==> config.mk <==
export PLATFORM = sky130hd
export DESIGN_NAME = searchable_queue_flat
export DESIGN_NICKNAME = d
export VERILOG_FILES = /design/src/hdl/sq_pkg.sv /design/src/hdl/sq_req_if.sv /design/src/hdl/sq_rsp_if.sv /design/src/hdl/sq_ram.sv /design/src/hdl/searchable_queue.sv /design/src/flat_wrapper.sv
export SDC_FILE = /design/constraint.sdc
export NUM_CORES = 1
export LEC_CHECK = 0
export BUFFER_PORTS_ARGS = -buffer_cell sky130_fd_sc_hd__buf_2
export CAP_MARGIN = 10
export CORE_MARGIN = 1.5
export CORE_UTILIZATION = 50
export CTS_CLUSTER_DIAMETER = 100
export DETAILED_ROUTE_END_ITERATION = 16
export PLACE_DENSITY = 0.66
export SYNTH_ARGS = -nofsm -noshare
export SYNTH_HDL_FRONTEND = slang
export SYNTH_HIERARCHICAL = 1
export SYNTH_SLANG_ARGS = --single-unit
==> constraint.sdc <==
create_clock -name clk -period 5.5 [get_ports clk]
set_input_delay 1.1 -clock clk [delete_from_list [all_inputs] [get_ports clk]]
set_output_delay 1.1 -clock clk [all_outputs]
set_load 0.02 [all_outputs]
==> src/hdl/sq_pkg.sv <==
package sq_pkg;

	localparam int unsigned DEPTH_DEF = 16;
	localparam int unsigned VALUE_W   = 32;
	localparam int unsigned POS_W     = 5;

	typedef enum logic [1:0] {
		MODE_INSERT = 2'd0,
		MODE_DELETE = 2'd1,
		MODE_SEARCH = 2'd2,
		MODE_NOP    = 2'd3
	} mode_t;

	typedef enum logic [1:0] {
		ST_OK       = 2'd0,
		ST_EMPTY    = 2'd1,
		ST_FULL     = 2'd2,
		ST_NOTFOUND = 2'd3
	} status_t;

	typedef enum logic [1:0] {
		FSM_IDLE,
		FSM_DELETE,
		FSM_SEARCH
	} fsm_t;

endpackage

==> src/hdl/sq_req_if.sv <==
interface sq_req_if import sq_pkg::*; ();
	logic                      valid;
	logic                      ready;
	logic [1:0]                mode;
	logic signed [VALUE_W-1:0] value;

	modport source (output valid, mode, value, input ready);
	modport sink (input valid, mode, value, output ready);
endinterface

==> src/hdl/sq_rsp_if.sv <==
interface sq_rsp_if import sq_pkg::*; ();
	logic                      valid;
	logic                      ready;
	logic [1:0]                status;
	logic signed [VALUE_W-1:0] removed_value;
	logic [POS_W-1:0]          position;

	modport source (output valid, status, removed_value, position, input ready);
	modport sink (input valid, status, removed_value, position, output ready);
endinterface

==> src/hdl/sq_ram.sv <==
module sq_ram #(
	parameter int unsigned WIDTH = 32,
	parameter int unsigned DEPTH = 16
) (
	input  logic                     clk,
	input  logic                     we,
	input  logic [$clog2(DEPTH)-1:0] waddr,
	input  logic [WIDTH-1:0]         wdata,
	input  logic                     re,
	input  logic [$clog2(DEPTH)-1:0] raddr,
	output logic [WIDTH-1:0]         rdata
);
	logic [WIDTH-1:0] mem [DEPTH];

	always_ff @(posedge clk) begin
		if (we) begin
			mem[waddr] <= wdata;
		end
		if (re) begin
			rdata <= mem[raddr];
		end
	end
endmodule

==> src/hdl/searchable_queue.sv <==
// Bounded queue of up to DEPTH signed 32-bit values with a value search. Each
// request transaction is an insert at the front (newest), a delete from the
// rear (oldest, value returned) or a search that reports the 1-based position,
// counted from the front, of the first matching entry. Every request yields
// exactly one response transaction carrying a status (ok, empty, full, not
// found); mode 3 is a no-op that answers ok with zero fields. Values live in a
// circular buffer held in one single-port-write, registered-read RAM, with
// front and rear pointers and an occupancy count in flip-flops, so reset
// needs no clearing pass. Insert, no-op and any refused request load the
// output register in the cycle they are accepted; a delete reads the rear
// entry and answers from the DELETE state; a search enters the walk, then
// reads the RAM from the front one entry per cycle and answers on the first
// match or once every stored entry has been compared. A new request is taken
// once the previous one has finished and its response has left or is leaving
// the output register.
module searchable_queue import sq_pkg::*; #(
	parameter int unsigned DEPTH = DEPTH_DEF
) (
	input logic   clk,
	input logic   arst_n,
	sq_req_if.sink   req,
	sq_rsp_if.source rsp
);
	localparam int unsigned PTR_W = $clog2(DEPTH);
	localparam int unsigned OCC_W = $clog2(DEPTH + 1);
	localparam logic [PTR_W-1:0] PTR_LAST = PTR_W'(DEPTH - 1);
	localparam logic [OCC_W-1:0] OCC_FULL = OCC_W'(DEPTH);

	fsm_t state_q, state_d;

	// queue bookkeeping
	logic [PTR_W-1:0] rear_q;   // oldest entry
	logic [PTR_W-1:0] front_q;  // next free slot, one past the newest entry
	logic [OCC_W-1:0] occ_q;

	// search walk
	logic [PTR_W-1:0] scan_addr_q;
	logic [OCC_W-1:0] scan_k_q;
	logic             cmp_vld_s1;
	logic [OCC_W-1:0] cmp_k_s1;
	logic [VALUE_W-1:0] key_q;

	// ram ports
	logic               ram_we, ram_re;
	logic [PTR_W-1:0]   ram_raddr;
	logic [VALUE_W-1:0] ram_rdata;

	// output register
	logic               rsp_vld_q;
	logic [1:0]         rsp_status_q;
	logic [VALUE_W-1:0] rsp_removed_q;
	logic [POS_W-1:0]   rsp_pos_q;

	// result load from the control block
	logic               ld;
	status_t            ld_status;
	logic [VALUE_W-1:0] ld_removed;
	logic [POS_W-1:0]   ld_pos;

	logic    accept, is_full, is_empty, scan_issue, hit, last_cmp;
	mode_t   req_mode;

	assign req_mode   = mode_t'(req.mode);
	assign accept     = req.valid && req.ready;
	assign is_full    = (occ_q == OCC_FULL);
	assign is_empty   = (occ_q == '0);
	assign hit        = cmp_vld_s1 && (ram_rdata == key_q);
	assign last_cmp   = cmp_vld_s1 && (cmp_k_s1 == occ_q);
	// keep issuing reads until every entry has been fetched or the walk ends
	assign scan_issue = (state_q == FSM_SEARCH) && !hit && !last_cmp && (scan_k_q <= occ_q);

	// take a request only when idle and the output slot is empty or frees up this cycle
	assign req.ready = (state_q == FSM_IDLE) && (!rsp_vld_q || rsp.ready);

	assign ram_we = accept && (req_mode == MODE_INSERT) && !is_full;

	always_comb begin
		state_d    = state_q;
		ld         = 1'b0;
		ld_status  = ST_OK;
		ld_removed = '0;
		ld_pos     = '0;
		ram_re     = 1'b0;
		ram_raddr  = scan_addr_q;
		unique case (state_q)
			FSM_IDLE: begin
				if (accept) begin
					unique case (req_mode)
						MODE_INSERT: begin
							ld        = 1'b1;
							ld_status = is_full ? ST_FULL : ST_OK;
						end
						MODE_DELETE: begin
							if (is_empty) begin
								ld        = 1'b1;
								ld_status = ST_EMPTY;
							end else begin
								ram_re    = 1'b1;
								ram_raddr = rear_q;
								state_d   = FSM_DELETE;
							end
						end
						MODE_SEARCH: begin
							if (is_empty) begin
								ld        = 1'b1;
								ld_status = ST_EMPTY;
							end else begin
								state_d = FSM_SEARCH;
							end
						end
						MODE_NOP: begin
							ld = 1'b1;
						end
						default: begin
							ld = 1'b1;
						end
					endcase
				end
			end
			FSM_DELETE: begin
				ld         = 1'b1;
				ld_removed = ram_rdata;
				state_d    = FSM_IDLE;
			end
			FSM_SEARCH: begin
				ram_re = scan_issue;
				if (hit) begin
					ld      = 1'b1;
					ld_pos  = POS_W'(cmp_k_s1);
					state_d = FSM_IDLE;
				end else if (last_cmp) begin
					ld        = 1'b1;
					ld_status = ST_NOTFOUND;
					state_d   = FSM_IDLE;
				end
			end
			default: begin
				state_d = FSM_IDLE;
			end
		endcase
	end

	always_ff @(posedge clk or negedge arst_n) begin
		if (!arst_n) begin
			state_q <= FSM_IDLE;
		end else begin
			state_q <= state_d;
		end
	end

	// pointers and occupancy: commit at request acceptance
	always_ff @(posedge clk or negedge arst_n) begin
		if (!arst_n) begin
			rear_q     <= '0;
			front_q    <= '0;
			occ_q      <= '0;
			cmp_vld_s1 <= 1'b0;
			rsp_vld_q  <= 1'b0;
		end else begin
			cmp_vld_s1 <= scan_issue;
			if (ram_we) begin
				front_q <= (front_q == PTR_LAST) ? '0 : front_q + 1'b1;
				occ_q   <= occ_q + 1'b1;
			end
			if (accept && (req_mode == MODE_DELETE) && !is_empty) begin
				rear_q <= (rear_q == PTR_LAST) ? '0 : rear_q + 1'b1;
				occ_q  <= occ_q - 1'b1;
			end
			if (ld) begin
				rsp_vld_q <= 1'b1;
			end else if (rsp.ready) begin
				rsp_vld_q <= 1'b0;
			end
		end
	end

	// payload and walk registers
	always_ff @(posedge clk) begin
		if (accept) begin
			key_q       <= req.value;
			scan_k_q    <= OCC_W'(1);
			// start at the newest entry
			scan_addr_q <= (front_q == '0) ? PTR_LAST : front_q - 1'b1;
		end else if (scan_issue) begin
			scan_k_q    <= scan_k_q + 1'b1;
			scan_addr_q <= (scan_addr_q == '0) ? PTR_LAST : scan_addr_q - 1'b1;
		end
		cmp_k_s1 <= scan_k_q;
		if (ld) begin
			rsp_status_q  <= ld_status;
			rsp_removed_q <= ld_removed;
			rsp_pos_q     <= ld_pos;
		end
	end

	sq_ram #(
		.WIDTH(VALUE_W),
		.DEPTH(DEPTH)
	) u_ram (
		.clk  (clk),
		.we   (ram_we),
		.waddr(front_q),
		.wdata(req.value),
		.re   (ram_re),
		.raddr(ram_raddr),
		.rdata(ram_rdata)
	);

	assign rsp.valid         = rsp_vld_q;
	assign rsp.status        = rsp_status_q;
	assign rsp.removed_value = rsp_removed_q;
	assign rsp.position      = rsp_pos_q;

	// occupancy never exceeds capacity
	a_occ_bound: assert property (@(posedge clk) disable iff (!arst_n)
		occ_q <= OCC_FULL)
		else $error("occupancy above capacity");

	// a taken request never overwrites an unconsumed response
	a_no_overrun: assert property (@(posedge clk) disable iff (!arst_n)
		accept |-> (!rsp_vld_q || rsp.ready))
		else $error("response overrun");

	// a successful insert grows the queue by one
	a_insert_grows: assert property (@(posedge clk) disable iff (!arst_n)
		ram_we |=> occ_q == $past(occ_q) + 1'b1)
		else $error("insert did not advance occupancy");

	// full status only issues when the queue is at capacity
	a_full_status: assert property (@(posedge clk) disable iff (!arst_n)
		(ld && ld_status == ST_FULL) |-> is_full)
		else $error("full reported below capacity");

	// pointers differ whenever the queue is neither full nor empty
	a_ptr_occ: assert property (@(posedge clk) disable iff (!arst_n)
		(!is_full && !is_empty) |-> (front_q != rear_q))
		else $error("pointers collide with partial occupancy");
endmodule

==> src/flat_wrapper.sv <==
// flat-port wrapper written by rule: the top's interface ports become plain ports
module searchable_queue_flat import sq_pkg::*;
#(
	parameter int unsigned DEPTH = DEPTH_DEF
)
  (clk, arst_n, req_valid, req_mode, req_value, req_ready, rsp_valid, rsp_status, rsp_removed_value, rsp_position, rsp_ready);
  sq_req_if req_i ();
  sq_rsp_if rsp_i ();
  input logic clk;
  input logic arst_n;
  input wire logic [$bits(req_i.valid)-1:0] req_valid;
  input wire logic [$bits(req_i.mode)-1:0] req_mode;
  input wire logic [$bits(req_i.value)-1:0] req_value;
  output wire logic [$bits(req_i.ready)-1:0] req_ready;
  output wire logic [$bits(rsp_i.valid)-1:0] rsp_valid;
  output wire logic [$bits(rsp_i.status)-1:0] rsp_status;
  output wire logic [$bits(rsp_i.removed_value)-1:0] rsp_removed_value;
  output wire logic [$bits(rsp_i.position)-1:0] rsp_position;
  input wire logic [$bits(rsp_i.ready)-1:0] rsp_ready;
  assign req_i.valid = req_valid;
  assign req_i.mode = req_mode;
  assign req_i.value = req_value;
  assign req_ready = req_i.ready;
  assign rsp_valid = rsp_i.valid;
  assign rsp_status = rsp_i.status;
  assign rsp_removed_value = rsp_i.removed_value;
  assign rsp_position = rsp_i.position;
  assign rsp_i.ready = rsp_ready;
  searchable_queue #(.DEPTH(DEPTH)) u_core (.clk(clk), .arst_n(arst_n), .req(req_i), .rsp(rsp_i));
endmodule
==> results of run 1 <==
## path summary, 6_finish.rpt
| kind | endpoint | slack (ps) | start | cells after the start |
|---|---|---|---|---|
| min | u_core/cmp_k_s1[4] | 410 | u_core/scan_k_q[4] | 0 |
| min reg2reg | u_core/cmp_k_s1[4] | 410 | u_core/scan_k_q[4] | 0 |
| max in group asynchronous | u_core/front_q[1] | 4740 | arst_n | 1 |
| min in group asynchronous | u_core/state_q[1] | 440 | arst_n | 1 |
| max reg2reg | u_core/u_ram/rdata[27] | 1790 | u_core/occ_q[2] | 9 |
| max | u_core/u_ram/mem[1][12] | 1730 | rsp_ready | 10 |
## Yosys cell counts (3+ instances only)
cell type	instances
nand3b_1	3
mux4_2	128
nor4_1	6
xor2_1	4
buf_2	9
nand3_1	12
clkbuf_1	21
a21oi_1	9
nor2b_1	5
xnor2_1	32
a21o_1	4
nand2_1	64
buf_1	10
edfxtp_1	619
o21ai_0	11
nand2b_1	17
nor3_1	7
buf_4	9
o21ai_1	4
dfrtp_1	17
nand4_1	18
a22oi_1	66
nor2_1	21
dfxtp_1	10
ha_1	19
mux2i_1	7
and2_1	38
inv_1	20
## routing by layer
| layer | wire, um | vias to the layer above | GRT usage [%] | part of all wire [%] |
|---|---|---|---|---|
| met4 | 1330 | 2 | 6.28 | 2.4 |
| li1 | - | 5243 | - | - |
| met3 | 4210 | 105 | 4.51 | 7.7 |
| met2 | 26400 | 459 | 35.5 | 48 |
| met1 | 22500 | 6352 | 31.3 | 41 |
| met5 | 8 | - | 0 | 0.015 |
## through the flow
stage / std cells / area (um^2) / total power, mW
final: 2067 / 28600 / 14.5
after global routing: 2065 / 28600 / 15.1
after CTS: 2064 / 28500 / 14.6
after detailed placement: 1945 / 26400 / 10.2
after global placement: 1945 / 26400 / 10.1
after floorplan: 1221 / 24900 / 8.95
## flip-flops by register name, indices dropped and copies added, names as in the netlist, 4 cells and up
| signal | cells |
|---|---|
| u_core/occ_q | 5 |
| u_core/rsp.position | 5 |
| u_core/key_q | 32 |
| u_core/cmp_k_s1 | 5 |
| u_core/front_q | 4 |
| u_core/u_ram/rdata | 32 |
| u_core/rear_q | 4 |
| u_core/scan_addr_q | 4 |
| u_core/rsp.removed_value | 32 |
| u_core/u_ram/mem | 512 |
| u_core/scan_k_q | 5 |
## kinds of logic after synthesis
kind of cell | share of synthesized area (%)
AO/OA/AOI/OAI | 3.05
XOR/XNOR | 1.33
adder cells (fa/ha/maj) | 1.03
buffers and inverters | 1.35
flip-flops | 77.0
multiplexers | 11.8
AND/OR/NAND/NOR | 4.35
## cell type report
class,count,area (um^2)
antenna,2,5.00
clock buffer,74,1770
clock inverter,45,375
fill,3606,20500
inverter,22,85.1
multi-input combinational,502,5550
sequential,646,19200
tap,664,831
timing repair buffer,112,746
## worst max-delay path, stage by stage
cell	delay [ps]
buf_2	100
nor2b_4	40
nor3_4	170
nand2_4	140
inv_4	70
buf_4	500
and3_4	400
or3b_2	590
nor2_4	380
buf_4	480
## where the power goes
group | total, mW | switching (mW) | internal (mW)
sequential | 6.32 | 0.361 | 5.96
combinational | 3.74 | 2.12 | 1.61
clock | 4.42 | 1.82 | 2.59
==> results_dict.tcl, run 1 <==
set metrics [dict create \
    post-route-period-util_pct 68.6 \
    routed_via_density 5.88 \
    gp_congestion 0.835 \
    ant_nets 0 \
    io_pins 79 \
    cts.sinks 646 \
    antenna_found_initial 2 \
    leakage_nw 9.45 \
    required_ps 5740 \
    ir_drop_v 0.000351 \
    synth-edff-count 619 \
    synth_area_um2 24900 \
    fin_ws_ps 1730 \
    cp_max_fo 39 \
    powerDensity_nw_per_um2 507 \
    die-area_um2 51200 \
    port_buffers 78 \
    ys_top_cells_by_area "edfxtp_1 (75%), mux4_2 (12%), a22oi_1 (2.0%)" \
    initial_utilization_pct 50.8 \
    grt-ovfl-total 0 \
    htreeDepth 3 \
    wl_um 54400 \
    vias 12200 \
    std_cell_rows 81 \
    ys_warn_count 6 \
    drv_slew 0 \
    fin_util_pct 58.3 \
    final_common_cell "edfxtp_1" \
    mostFrequentLayoutCells "edfxtp_1 (619), mux4_2 (128), buf_2 (78)" \
    area_growth_pct 14.6 \
    grt.total_usage_pct 22.2 \
    synth_flop_cell "edfxtp_1" \
    syn-num-nets 1279 \
    dp_hpwl_um 30500 \
    die_w_um 226 \
    cts-root-buf "clkbuf_16" \
    cts-hold-fix-buffers 0 \
    grt_start_max_net_pins 81 \
    setup_viol 0 \
    detail_route.wl_per_cell_um 26.3 \
    tritoncts "done" \
    end_kind "flop" \
    whs_ps 407 \
    cts_resized 0 \
    timing.final.crit_period_ps 3770 \
    fmax_mhz 265 \
    grt_pass1_wl_um 80700 \
    hold_viol_final 0 \
    avgSynthCellArea_um2 20.4 \
    timing.max_cap.violations 0 \
    coreArea_um2 49100 \
    drc 0 \
    clkTransAtPathRegs_ps 60 \
    ys_ff_latch 646 \
    worst_pin_slew_ps 1240 \
    syn_inst 1221 \
    outcome "finished, final reports clean" \
    finalSetupTns_ps 0 \
    hold_path_class "flop to flop" \
    final_nets 1409 \
    die_height_um 226 \
    start_kind "input pin" \
    drive_gt1_share_pct 26.9 \
    numCtsBuffers 67 \
    slew_headroom_pct 16.9 \
    drtPass1Iterations 6 \
    ys_seq_area_share_pct 77.0 \
    final.setup_skew_ps 23.7 \
    drt-initial-drc-count 999 \
    rsz0062_at_grt "no" \
    worst_skew_pair.late_latency_ps 600 \
    synth_area_leader_cell "edfxtp_1" \
    yosysUniqueCellTypes 54 \
    synthArstFlopShare_pct 2.63 \
    cts_setup_buffers 0 \
    criticalPathCategory "input pin to flop" \
    grt_pass1_vias 12400 \
    crit_arrival_ps 4010 \
    cts_buffer_depth 3 \
    dp_slack_ps 1090 \
    synth_top_area_share_pct 74.5 \
]
Note: power is estimated with default switching activity, not from simulation.
==> run 2, diff against run 1 <==
==> constraint.sdc (replaced) <==
create_clock -name clk -period 3.7 [get_ports clk]
set_input_delay 0.74 -clock clk [delete_from_list [all_inputs] [get_ports clk]]
set_output_delay 0.74 -clock clk [all_outputs]
set_load 0.02 [all_outputs]
==> run 2 against run 1 <==
Effect of this change:
- critical path depth unchanged
- cell count up 0.63%
- non-clock buffer count up 13
- first-iteration DRC count up 44%
- global-route usage up 0.49 points
- sequential power up 49%
- critical path type is now flop to flop
- critical endpoint is now u_core/u_ram/rdata[15]
==> results_dict.tcl, run 2 (same netlist as run 1, synthesis figures left out) <==
set metrics [dict create \
    setup_viol 0 \
    drc 0 \
    mostFrequentLayoutCells "edfxtp_1 (619), mux4_2 (128), buf_2 (78)" \
    port_buffers 78 \
    tritoncts "done" \
    cts.sinks 646 \
    gp_congestion 0.778 \
    cts-root-buf "clkbuf_16" \
    hold_path_class "input pin to async pin" \
    seq_power_share_pct 42.7 \
    fillers 3565 \
    htreeDepth 3 \
    detail_route.wl_per_cell_um 26.9 \
    fmax_mhz 323 \
    grt.total_usage_pct 22.7 \
    cts_setup_buffers 0 \
    coreArea_um2 49100 \
    slowest_stage "mux4_2" \
    antenna_found_initial 6 \
    fin_area_um2 29000 \
    worst_pin_slew_ps 1130 \
    rsz0062_at_grt "no" \
    routed_via_density 5.91 \
    grt-ovfl-total 0 \
    largest_reg_flops 512 \
    power.switching_mw 6.53 \
    initial_utilization_pct 50.8 \
    ant_nets 0 \
    regArea_um2 19200 \
    switching_share_pct 29.7 \
    vias 12300 \
    path_cells "nor4_4 > nand2_1 > nand3_1 > inv_2 > o21ai_4 > buf_4 > buf_12 > mux4_2 > a22oi_1 > nand2_1" \
    numCtsBuffers 67 \
    whs_ps 68.2 \
    cts_buffer_depth 3 \
    pwr-share-comb_pct 26.4 \
    drt-initial-drc-count 1442 \
    end_kind "flop" \
    final_nets 1422 \
    crit_arrival_ps 3430 \
    outcome "finished, final reports clean" \
    grt_start_max_net_pins 40 \
    final.setup_skew_ps 28.5 \
    cpMostUsedCell "nand2_1" \
    grt_pass1_vias 12300 \
    std_cell_rows 81 \
    max_stage_delay_ps 550 \
    multiInputGateArea_um2 5580 \
    die_height_um 226 \
    drive_gt1_share_pct 28.0 \
    post-route-period-util_pct 83.7 \
    start_kind "flop" \
    hold_viol_final 0 \
    fin_util_pct 59.2 \
    clkTransAtPathRegs_ps 60 \
    drv_slew 0 \
    timing.final.crit_period_ps 3100 \
    drtPass1Iterations 5 \
    cts-hold-fix-buffers 0 \
    p_int_mw 15.5 \
    powerDensity_nw_per_um2 758 \
    dp_hpwl_um 30400 \
    wl_um 56000 \
    die_w_um 226 \
    clock_power_share_pct 30.9 \
    required_ps 4030 \
    ir_drop_v 0.000557 \
    worst_skew_pair.late_latency_ps 600 \
    area_growth_pct 16.3 \
    final_common_cell "edfxtp_1" \
    grt_pass1_wl_um 82000 \
    criticalPathCategory "flop to flop" \
    cp_max_fo 29 \
    place_area_um2 26800 \
    top_register "u_core/u_ram/mem" \
    slew_headroom_pct 25.0 \
    leakage_nw 9.60 \
    die-area_um2 51200 \
    timing.max_cap.violations 0 \
    io_pins 79 \
    cts_resized 0 \
]
run 2: changes by cell type in the layout (fill, tap and decap cells not counted), moves of 2 or more:
cell,delta
buf_12,+19
nor3_4,+4
clkinvlp_4,+2
buf_4,-6
clkinv_4,+2
nor3_2,-4
inv_6,+3
clkinv_1,-13
clkinv_2,-4
bufinv_16,+2
clkbuf_1,+6
run 2: worst max-delay path: cells and delay by family, from the launching register on:
kind	cells	cell delay, ps
compound gates	2	420
buf+inv	3	590
flops	1	490
mux	1	550
simple gates	4	740
run 2: power groups by stage:
stage | registers (mW) | clock network, mW | logic, mW
after global routing | 9.46 | 7.15 | 6.26
after CTS | 9.40 | 6.88 | 5.89
final | 9.39 | 6.79 | 5.81
after floorplan | 9.42 | 0 | 3.90
after global placement | 9.54 | 0 | 5.80
after detailed placement | 9.55 | 0 | 5.87
run 2: through the flow:
stage	std cells	power, mW	setup WS, ps	setup TNS [ps]
floorplan	1221	13.3	-451	-47010
global placement	1959	15.3	295	0
detailed placement	1959	15.4	236	0
CTS	2077	22.2	604	0
global route	2079	22.9	430	0
finish	2080	22.0	602	0
run 2: final timing paths:
check	end	cells past startpoint	slack [ps]	from
max in group asynchronous	u_core/occ_q[3]	1	3330	arst_n
min in group clk	u_core/cmp_k_s1[4]	0	400	u_core/scan_k_q[4]
min reg2reg	u_core/cmp_k_s1[4]	0	400	u_core/scan_k_q[4]
max reg2reg	u_core/u_ram/rdata[15]	10	600	u_core/occ_q[0]
min	u_core/rear_q[1]	1	70	arst_n
max	u_core/u_ram/rdata[15]	10	600	u_core/occ_q[0]
run 2: cell type report:
cell class / count / area share, %
Antenna cell: 3 / 0.0259
Clock buffer: 80 / 6.13
Clock inverter: 38 / 1.52
Inverter: 22 / 0.293
Multi-Input combinational cell: 502 / 19.2
Sequential cell: 646 / 66.2
Tap cell: 664 / 2.86
Timing Repair Buffer: 125 / 3.73
run 2: metal layers:
metal | share of wire, % | track usage (%)
met4 | 2.2 | 7.27
met3 | 7.8 | 4.52
met5 | 0.077 | 0
met1 | 42 | 32.5
met2 | 48 | 35.4
==> run 3, diff against run 2 <==
==> constraint.sdc (replaced) <==
create_clock -name clk -period 2.9 [get_ports clk]
set_input_delay 0.58 -clock clk [delete_from_list [all_inputs] [get_ports clk]]
set_output_delay 0.58 -clock clk [all_outputs]
set_load 0.02 [all_outputs]
==> run 3 against run 2 <==
Effect of this change:
- sequential share of layout area down 2.2 points
- first-iteration DRC count is 4.8% lower
- combinational power rose by 54%
- non-clock buffer count rose by 70
- setup slack got worse by 540 ps
- flip-flop and latch count is the same
==> results_dict.tcl, run 3 (same netlist as run 1, synthesis figures left out) <==
set metrics [dict create \
    leakage_nw 10.1 \
    setup_viol 0 \
    drtPass1Iterations 5 \
    io_pins 79 \
    grt_start_max_net_pins 47 \
    numCtsBuffers 66 \
    r2r-start "u_core/rsp.valid" \
    mostFrequentLayoutCells "edfxtp_1 (619), mux4_2 (128), clkbuf_16 (80)" \
    grt_pass1_vias 12800 \
    drive_gt1_share_pct 31.7 \
    crit_arrival_ps 3170 \
    r2r_setup_slack_ps 60 \
    drv_slew 0 \
    port_buffers 78 \
    cp_max_fo 7 \
    hold_viol_final 0 \
    cts.sinks 646 \
    startpoint "u_core/rsp.valid" \
    worst_skew_pair.late_latency_ps 590 \
    die-area_um2 51200 \
    cts_buffer_depth 3 \
    final_nets 1491 \
    final.setup_skew_ps 20.8 \
    fin_util_pct 61.2 \
    wl_um 58300 \
    final_common_cell "edfxtp_1" \
    coreArea_um2 49100 \
    endpoint "u_core/u_ram/rdata[12]" \
    r2r-end "u_core/u_ram/rdata[12]" \
    fmax_mhz 352 \
    worstRegToRegCells 14 \
    top_register "u_core/u_ram/mem" \
    start_kind "flop" \
    post-route-period-util_pct 97.9 \
    criticalPathCategory "flop to flop" \
    outcome "finished, final reports clean" \
    vias 12700 \
    grt-ovfl-total 0 \
    antenna_found_initial 4 \
    tritoncts "done" \
    clkTransAtPathRegs_ps 60 \
    die_height_um 226 \
    ir_drop_v 0.000613 \
    die_w_um 226 \
    hold_path_class "input pin to flop" \
    total_power_mw 29.3 \
    timing.final.crit_period_ps 2840 \
    area_growth_pct 20.4 \
    detail_route.wl_per_cell_um 27.1 \
    routed_via_density 5.90 \
    gp_congestion 0.849 \
    dp_hpwl_um 33700 \
    drt-initial-drc-count 1373 \
    cts-root-buf "clkbuf_16" \
    drc 0 \
    largest_reg_flops 512 \
    grt.total_usage_pct 23.1 \
    end_kind "flop" \
    std_cell_rows 81 \
    timing.max_cap.violations 0 \
    htreeDepth 3 \
    required_ps 3230 \
    slew_headroom_pct 54.0 \
    worst_pin_slew_ps 690 \
    grt_pass1_wl_um 83800 \
    initial_utilization_pct 50.8 \
    fillers 3431 \
    powerDensity_nw_per_um2 974 \
    ant_nets 0 \
]
## run 3: cell count changes in the layout (fill, tap and decap cells not counted), sizes merged
cell         before  now
buf             125  184
clkbuf           80   94
bufinv            8    5
clkinvlp          5    2
clkinv           21   23
diode             3    1
dlygate4sd3       0    1
inv              26   25
## run 3: repair_timing
action	CTS	global route
resized for setup	0	22
endpoints found under the setup margin	0	32
buffers inserted	0	10
hold buffers	1	0
hold endpoints to repair	17	0
## run 3: routing by layer
metal  global-route usage, %  wire length, um  vias up  part of all wire (%)
met4                    6.65             1100        4                   1.9
met2                    37.6            28900      500                    50
met5                       0               26        -                 0.045
met3                    3.97             4280       84                   7.3
met1                    32.5            24000     6673                    41
li1                        -                -     5413                     -
## run 3: worst min-delay path by stage
stage	from	to	slack, ps	depth (start not counted)
floorplan	arst_n	u_core/cmp_vld_s1	280	0
global placement	u_core/scan_k_q[4]	u_core/cmp_k_s1[4]	390	0
detailed placement	u_core/scan_k_q[4]	u_core/cmp_k_s1[4]	400	0
CTS	rsp_ready	u_core/rsp.valid	320	3
global route	rsp_ready	u_core/rsp.valid	330	3
finish	rsp_ready	u_core/rsp.valid	340	3
## run 3: through the flow
step / worst slack [ps] / hold slack [ps] / cell area [um^2] / setup TNS, ps / std cells
2_1_floorplan: -422 / 284 / 25200 / -59510 / 1221
3_3_place_gp: -183 / 392 / 27400 / -3870 / 2008
3_5_place_dp: -196 / 397 / 27400 / -4260 / 2008
4_1_cts: 34.7 / 316 / 29600 / 0 / 2126
5_1_grt: -51.7 / 332 / 30000 / -189 / 2146
6_report: 61.4 / 339 / 30000 / 0 / 2147
## run 3: worst max-delay path, stage by stage, from the launching register on
cell and delay (ps):
dfrtp_1 370, nor2b_4 140, nor3_4 150, nand2_4 110, inv_12 60, nand3_2 100, inv_4 100, nand2_1 90
o21ai_4 90, buf_12 180, clkbuf_16 210, clkbuf_16 180, mux4_2 520, a22oi_1 190, nand2_1 90
## run 3: report_power, final
part | total (mW) | switching, mW | internal [mW]
Clock | 8.34 | 3.41 | 4.93
Sequential | 11.9 | 0.650 | 11.3
Combinational | 8.97 | 4.59 | 4.38
Total | 29.3 | 8.66 | 20.6
## run 3: area by class of cell
| type | count | area (um^2) | area share, % |
|---|---|---|---|
| clock buffers | 84 | 1830 | 6.11 |
| well taps | 664 | 831 | 2.77 |
| repair buffers | 195 | 2100 | 6.98 |
| flip-flops and latches | 646 | 19200 | 64.0 |
| multi-input cells | 502 | 5650 | 18.8 |
| clock inverters | 33 | 302 | 1.00 |
| inverters | 22 | 97.6 | 0.325 |
| diodes | 1 | 2.50 | 0.00833 |
